`src/hw/rtl/hss_pkg.sv`:
```
// Shared types, codes and the half-step coil table for the stepper sequencer.
package hss_pkg;

	// Item opcodes
	typedef enum logic [1:0] {
		OP_TICK       = 2'd0,
		OP_START_FIN  = 2'd1,
		OP_START_CONT = 2'd2,
		OP_STOP       = 2'd3
	} op_t;

	// Motion modes
	typedef enum logic [1:0] {
		MODE_IDLE   = 2'd0,
		MODE_FINITE = 2'd1,
		MODE_CONT   = 2'd2
	} mode_t;

	// Configuration register indexes
	localparam logic REG_STEP_INTERVAL = 1'b0;
	localparam logic REG_FINITE_STEPS  = 1'b1;

	localparam int INTERVAL_W = 20;
	localparam int STEPS_W    = 16;
	localparam int PHASE_W    = 3;
	localparam int COILS_W    = 4;

	localparam logic [INTERVAL_W-1:0] INTERVAL_RESET = 20'd2000;
	localparam logic [STEPS_W-1:0]    STEPS_RESET    = 16'd128;

	// Half-step coil pattern, bit0 IN1 to bit3 IN4
	function automatic logic [COILS_W-1:0] half_step_coils(input logic [PHASE_W-1:0] ph);
		logic [COILS_W-1:0] pat;
		case (ph)
			3'd0:    pat = 4'h1;
			3'd1:    pat = 4'h3;
			3'd2:    pat = 4'h2;
			3'd3:    pat = 4'h6;
			3'd4:    pat = 4'h4;
			3'd5:    pat = 4'hC;
			3'd6:    pat = 4'h8;
			3'd7:    pat = 4'h9;
			default: pat = 4'h0;
		endcase
		return pat;
	endfunction

endpackage

```
`src/hw/rtl/half_step_stepper_sequencer.sv`:
```
// Half-step unipolar stepper sequencer: input register, step logic, output register.
//
// One result item per input item, one item per clock sustained while results
// are taken without stalls: an item is captured in an input register, then
// the step logic (interval and budget counters plus the eight-entry coil
// table) updates the motion state and loads the result register, which
// drives the output. The input side keeps accepting while a
// result waits, as long as the result register is free or being taken.
// Configuration writes are always accepted and should only be issued when
// no item is in flight.
module half_step_stepper_sequencer
	import hss_pkg::*;
(
	input  logic        clk,
	input  logic        arst_n,
	// input items
	input  logic        s_axis_tvalid,
	output logic        s_axis_tready,
	input  logic [7:0]  s_axis_tdata,   // [0] direction, [7:1] zero
	input  logic [1:0]  s_axis_tuser,   // [1:0] opcode
	// result items
	output logic        m_axis_tvalid,
	input  logic        m_axis_tready,
	output logic [7:0]  m_axis_tdata,   // [3:0] coils, [5:4] motion_mode, [6] step_taken,
	                                    // [7] move_done
	// configuration writes
	input  logic        cfg_valid,
	output logic        cfg_ready,
	input  logic        cfg_index,
	input  logic [19:0] cfg_data
);

	// configuration registers
	logic [INTERVAL_W-1:0] step_interval_q;
	logic [STEPS_W-1:0]    finite_steps_q;

	// input stage
	logic  valid_s1;
	op_t   op_s1;
	logic  dir_s1;

	// motion state
	mode_t                 mode_q;
	logic                  reverse_q;
	logic [STEPS_W-1:0]    steps_left_q;
	logic [PHASE_W-1:0]    phase_q;
	logic [INTERVAL_W-1:0] wait_q;
	logic [COILS_W-1:0]    coils_q;

	// next state
	mode_t                 mode_d;
	logic                  reverse_d;
	logic [STEPS_W-1:0]    steps_left_d;
	logic [PHASE_W-1:0]    phase_d;
	logic [INTERVAL_W-1:0] wait_d;
	logic [COILS_W-1:0]    coils_d;
	logic                  taken_d;
	logic                  done_d;
	logic [STEPS_W-1:0]    steps_dec;

	// result register
	logic       out_valid_q;
	logic [7:0] out_data_q;

	logic advance;

	assign cfg_ready     = 1'b1;
	assign advance       = valid_s1 && (!out_valid_q || m_axis_tready);
	assign s_axis_tready = !valid_s1 || advance;
	assign m_axis_tvalid = out_valid_q;
	assign m_axis_tdata  = out_data_q;

	// configuration write
	always_ff @(posedge clk or negedge arst_n) begin
		if (!arst_n) begin
			step_interval_q <= INTERVAL_RESET;
			finite_steps_q  <= STEPS_RESET;
		end else if (cfg_valid) begin
			case (cfg_index)
				REG_STEP_INTERVAL: step_interval_q <= cfg_data;
				REG_FINITE_STEPS:  finite_steps_q  <= cfg_data[STEPS_W-1:0];
				default: ;
			endcase
		end
	end

	// input register
	always_ff @(posedge clk or negedge arst_n) begin
		if (!arst_n) begin
			valid_s1 <= 1'b0;
		end else if (s_axis_tready) begin
			valid_s1 <= s_axis_tvalid;
		end
	end

	always_ff @(posedge clk) begin
		if (s_axis_tready && s_axis_tvalid) begin
			op_s1  <= op_t'(s_axis_tuser);
			dir_s1 <= s_axis_tdata[0];
		end
	end

	// step logic
	always_comb begin
		mode_d       = mode_q;
		reverse_d    = reverse_q;
		steps_left_d = steps_left_q;
		phase_d      = phase_q;
		wait_d       = wait_q;
		coils_d      = coils_q;
		taken_d      = 1'b0;
		done_d       = 1'b0;
		steps_dec    = (steps_left_q != '0) ? steps_left_q - 1'b1 : steps_left_q;
		case (op_s1)
			OP_START_FIN: begin
				mode_d       = MODE_FINITE;
				reverse_d    = dir_s1;
				steps_left_d = (finite_steps_q == '0) ? STEPS_W'(1) : finite_steps_q;
				wait_d       = '0;
			end
			OP_START_CONT: begin
				mode_d    = MODE_CONT;
				reverse_d = dir_s1;
				wait_d    = '0;
			end
			OP_STOP: begin
				mode_d       = MODE_IDLE;
				steps_left_d = '0;
				coils_d      = '0;
			end
			OP_TICK: begin
				if (mode_q != MODE_IDLE) begin
					if (wait_q != '0) begin
						wait_d = wait_q - 1'b1;
					end else begin
						// take a half-step and rearm the interval
						phase_d = reverse_q ? phase_q - 1'b1 : phase_q + 1'b1;
						coils_d = half_step_coils(phase_d);
						wait_d  = (step_interval_q == '0) ? '0 : step_interval_q - 1'b1;
						taken_d = 1'b1;
						if (mode_q == MODE_FINITE) begin
							steps_left_d = steps_dec;
							if (steps_dec == '0) begin
								mode_d  = MODE_IDLE;
								coils_d = '0;
								done_d  = 1'b1;
							end
						end
					end
				end
			end
			default: ;
		endcase
	end

	// motion state
	always_ff @(posedge clk or negedge arst_n) begin
		if (!arst_n) begin
			mode_q       <= MODE_IDLE;
			reverse_q    <= 1'b0;
			steps_left_q <= '0;
			phase_q      <= '0;
			wait_q       <= '0;
			coils_q      <= '0;
		end else if (advance) begin
			mode_q       <= mode_d;
			reverse_q    <= reverse_d;
			steps_left_q <= steps_left_d;
			phase_q      <= phase_d;
			wait_q       <= wait_d;
			coils_q      <= coils_d;
		end
	end

	// result register
	always_ff @(posedge clk or negedge arst_n) begin
		if (!arst_n) begin
			out_valid_q <= 1'b0;
		end else if (advance) begin
			out_valid_q <= 1'b1;
		end else if (m_axis_tready) begin
			out_valid_q <= 1'b0;
		end
	end

	always_ff @(posedge clk) begin
		if (advance) begin
			out_data_q <= {done_d, taken_d, mode_d, coils_d};
		end
	end

	// a completed finite move leaves the motor idle and released
	a_done_releases: assert property (@(posedge clk) disable iff (!arst_n)
		(m_axis_tvalid && m_axis_tdata[7]) |-> (m_axis_tdata[5:4] == MODE_IDLE
			&& m_axis_tdata[3:0] == '0))
		else $error("move_done without idle and released coils");

	// idle carries no leftover step budget
	a_idle_no_budget: assert property (@(posedge clk) disable iff (!arst_n)
		(mode_q == MODE_IDLE) |-> (steps_left_q == '0))
		else $error("idle with nonzero step budget");

	// a step that does not end the move drives a nonzero pattern
	a_step_drives: assert property (@(posedge clk) disable iff (!arst_n)
		(m_axis_tvalid && m_axis_tdata[6] && !m_axis_tdata[7]) |-> (m_axis_tdata[3:0] != '0))
		else $error("step taken with released coils");

endmodule

```
`config.mk`:
```
export PLATFORM = sky130hd
export DESIGN_NAME = half_step_stepper_sequencer
export DESIGN_NICKNAME = d
export VERILOG_FILES = /design/src/hw/rtl/hss_pkg.sv /design/src/hw/rtl/half_step_stepper_sequencer.sv
export SDC_FILE = /design/constraint.sdc
export NUM_CORES = 1
export LEC_CHECK = 0
export ABC_AREA = 1
export BUFFER_PORTS_ARGS = -buffer_cell sky130_fd_sc_hd__buf_2
export CORE_ASPECT_RATIO = 1.4
export CORE_UTILIZATION = 55
export CTS_CLUSTER_SIZE = 40
export DETAILED_ROUTE_END_ITERATION = 12
export PLACE_DENSITY_LB_ADDON = 0.25
export SETUP_SLACK_MARGIN = 0.3
export SYNTH_ARGS = -nofsm -noshare
export SYNTH_HDL_FRONTEND = slang
export SYNTH_SLANG_ARGS = --single-unit
```
`constraint.sdc`:
```
create_clock -name clk -period 2 [get_ports clk]
set_input_delay 0.2 -clock clk [delete_from_list [all_inputs] [get_ports clk]]
set_output_delay 0.2 -clock clk [all_outputs]
set_load 0.01 [all_outputs]
```
==> metrics.txt <==
pwr dens=1820 mW/mm²; commonest cells after routing, fill and taps aside=nand2_1 (164), inv_1 (103), buf_4 (98); DR WL/cell=between 15 and 20 µm; Buf/Inv on CP=1; 1st-pass router iterations=5; vias in the first global route=5924; first-pass GRT wire length=26400 µm; drt total wl=18000 µm; Placer Congestion=0.922; clk_lat worst skew=0.35 ns; Crit path top cell by count=nand2_1; Setup WS post-layout=-0.219 ns; Seq pwr share=20.1%; GRT Overall Usage=between 30% and 40%; Comb power frac=about 67%; worst-case clock skew=0.0118 ns; antenna violations before repair=0; # port buffers=38; failing checks=negative setup slack; max-slew violation count=0; placed cell area=0.00665 mm²; max incr delay on CP=~0.40 ns; critical path data required time=between 2 and 2.5 ns; crit path max fanout=6; family with the most delay on the worst path=simple AND/OR/NAND/NOR gates; share of layout cells above drive strength 1=between 30% and 40%; final setup fails=between 40 and 50; Worst-Margin Slew=0.845 ns; most common cell after layout, fill and taps aside=nand2_1; Peak VDD IR=about 0.88 mV; Synth Cell Area=a little under 0.006 mm²; Synth warnings=0; clock slew at reported path FFs=0.07 ns; Area Growth Syn to Fin=38.9%; Final min period=2.22 ns; max-cap viol count=0; Mapped Cells=771; synthesized area per cell=between 7 and 8 µm²; Core Footprint=0.0101 mm²; largest net degree at the start of global routing=39; leakage=3.98 nW; clk root buf=clkbuf_16; pre-CTS setup slack=-0.0952 ns; Max Root-Sink Buffers=2; final critical-path share of the clock period=111%; Synth cell types=45; reg2reg setup slack=-0.22 ns; slowest CP cell=dfrtp_1; Initial DRC Count=between 400 and 500; RSZ-0062 raised after global routing=yes; Setup crit end kind=register; # nets final=973; Routed Antenna Nets=0; f_max=approximately 0.45 GHz; Post-synth ARST share=88.4%; critical path class=register to register; Starting Density=57.4%; Clk pwr share=13.2%; outcome=finished with violations; die area=about 0.011 mm²; worst path cell trace=inv_2 > ha_4 > nand2_8 > nor2_4 > nand2_1 > nand2_1 > nand2_1 > o21bai_1 > nand3_1 > nor2_1 > nand2_2 > nand2_2 > nand2_1 > nand2_1 > nand2_2; CP Launch Type=register; clock sink total=95; Seq/Total Area, Yosys=42.3%; Max-slew headroom=43.6%; sw frac=44.6%; Internal=0.00807 W; total CTS buffers=9; Overflow after GRT=0; Hold Crit Class=input pin to register; vias per cell=5.59; number of synthesized flops with an enable pin=11; Synth Net Count=819; design area=0.00802 mm²; die height=123 µm; Ports=47; P_sw=about 0.0065 W; CTS tree=yes; DR vias=5955; Post-route DRC=0; Fin. Hold Viols=0; die width=between 80 and 90 µm; Main synth FF type=dfrtp_1; crit path DAT=2.33 ns; # diodes=0; flops & latches, synth=95; HPWL after DPL=11200 µm; row cnt=between 40 and 50; CTS H-tree depth=3
-- logic make-up (layout without fill, tap and decap cells) --
family                   after synthesis  count (layout)  share of synthesized area (%)
AND/OR/NAND/NOR                      357             357                           27.1
AO/OA/AOI/OAI                        145             145                           14.6
buffers and inverters                137             296                           9.54
flip-flops                            95              95                           42.3
XOR/XNOR                              23              23                           3.49
adder cells (fa/ha/maj)               12              12                           2.73
other                                  1               1                         0.0650
multiplexers                           1               1                          0.195
-- Yosys cell counts (2+ instances only) --
cell type / instances / area, µm²
o22ai_1: 6 / 37.5
nor4_1: 7 / 43.8
a32o_1: 7 / 70.1
nor3_1: 8 / 40.0
ha_1: 11 / 138
a21oi_1: 22 / 110
nor3_2: 2 / 20.0
buf_2: 2 / 10.0
nand4_1: 9 / 56.3
nor2_2: 8 / 50.1
nor2_4: 4 / 45.0
buf_6: 4 / 45.0
dfrtp_1: 77 / 1930
nor3_4: 2 / 32.5
dfstp_2: 7 / 184
o21ai_2: 10 / 87.6
nand2_2: 5 / 31.3
or2_2: 2 / 12.5
nand2_1: 194 / 728
nand3_1: 30 / 150
o221ai_1: 2 / 17.5
o21ai_0: 87 / 435
nor2_1: 83 / 312
inv_1: 115 / 432
edfxtp_1: 11 / 330
xnor2_1: 3 / 26.3
xor2_1: 20 / 175
clkbuf_1: 14 / 52.6
o32ai_1: 2 / 17.5
o211ai_1: 2 / 15.0
-- worst reg2reg max path, cell delays in order, from the launching register on --
cell and delay, ns:
dfrtp_1 0.40, inv_2 0.10, ha_4 0.17, nand2_8 0.08
nor2_4 0.13, nand2_1 0.07, nand2_1 0.08, nand2_1 0.08
o21bai_1 0.21, nand3_1 0.10, nor2_1 0.15, nand2_2 0.14
nand2_2 0.11, nand2_1 0.05, nand2_1 0.06, nand2_2 0.05
-- layer usage --
layer | GRT usage [%] | routed length [µm] | vias to the layer above
li1 | - | - | 2796
met1 | 34.2 | 6550 | 2844
met2 | 56.2 | 9580 | 228
met3 | 5.14 | 814 | 87
met4 | 21.8 | 1030 | 0
met5 | 0 | 0 | -
-- through the flow --
stage	TNS (ns)	util, %	std cells	total power, W	hold slack (ns)
after detailed placement	-0.763	66.1	991	0.00940	0.180
after floorplan	0	-	771	0.00702	-0.0956
after global placement	-0.160	66.1	991	0.00919	0.178
final	-3.97	79.7	1065	0.0146	0.0251
after CTS	-0.350	75.2	1046	0.0131	0.0218
after global routing	-9.17	79.7	1065	0.0153	0.0158
-- layout make-up --
class	count	area [µm²]
clock inverter	4	35.0
inverter	116	443
fill	643	2050
tap	135	169
timing repair buffer	164	1320
clock buffer	12	300
sequential	95	2440
multi-input combinational	539	3300
-- registers in the layout, summed over array words and instances (netlist names) --
register	cells
mode_q	2
coils_q	4
wait_q	20
phase_q	3
steps_left_q	16
reverse_q	1
op_s1	2
valid_s1	1
dir_s1	1
step_interval_q	20
finite_steps_q	16
m_axis_tdata	8
m_axis_tvalid	1
-- power groups by stage --
stage                     registers (W)  clock network [W]  logic [W]
after global routing            0.00298            0.00201     0.0104
after global placement          0.00285                  0    0.00635
after detailed placement        0.00287                  0    0.00653
after floorplan                 0.00282                  0    0.00420
final                           0.00292            0.00192    0.00972
after CTS                       0.00287            0.00191    0.00835
-- what timing repair did --
item,4_1_cts,5_1_grt
hold buffers,1,0
hold endpoints to repair,29,0
pin swaps,17,37
cloned,3,3
gates resized for setup,100,81
buffers inserted,35,16
setup endpoints to repair,50,51
-- worst paths after layout --
kind,start,to,cells past startpoint
max in group asynchronous,arst_n,step_interval_q[8],3
worst max-delay path,steps_left_q[0],m_axis_tdata[3],15
min in group asynchronous,arst_n,wait_q[3],2
worst max register to register,steps_left_q[0],m_axis_tdata[3],15
worst min-delay path,s_axis_tuser[1],op_s1[1],1
worst min register to register,step_interval_q[4],step_interval_q[4],2
Power figures use the tool's default switching activity.
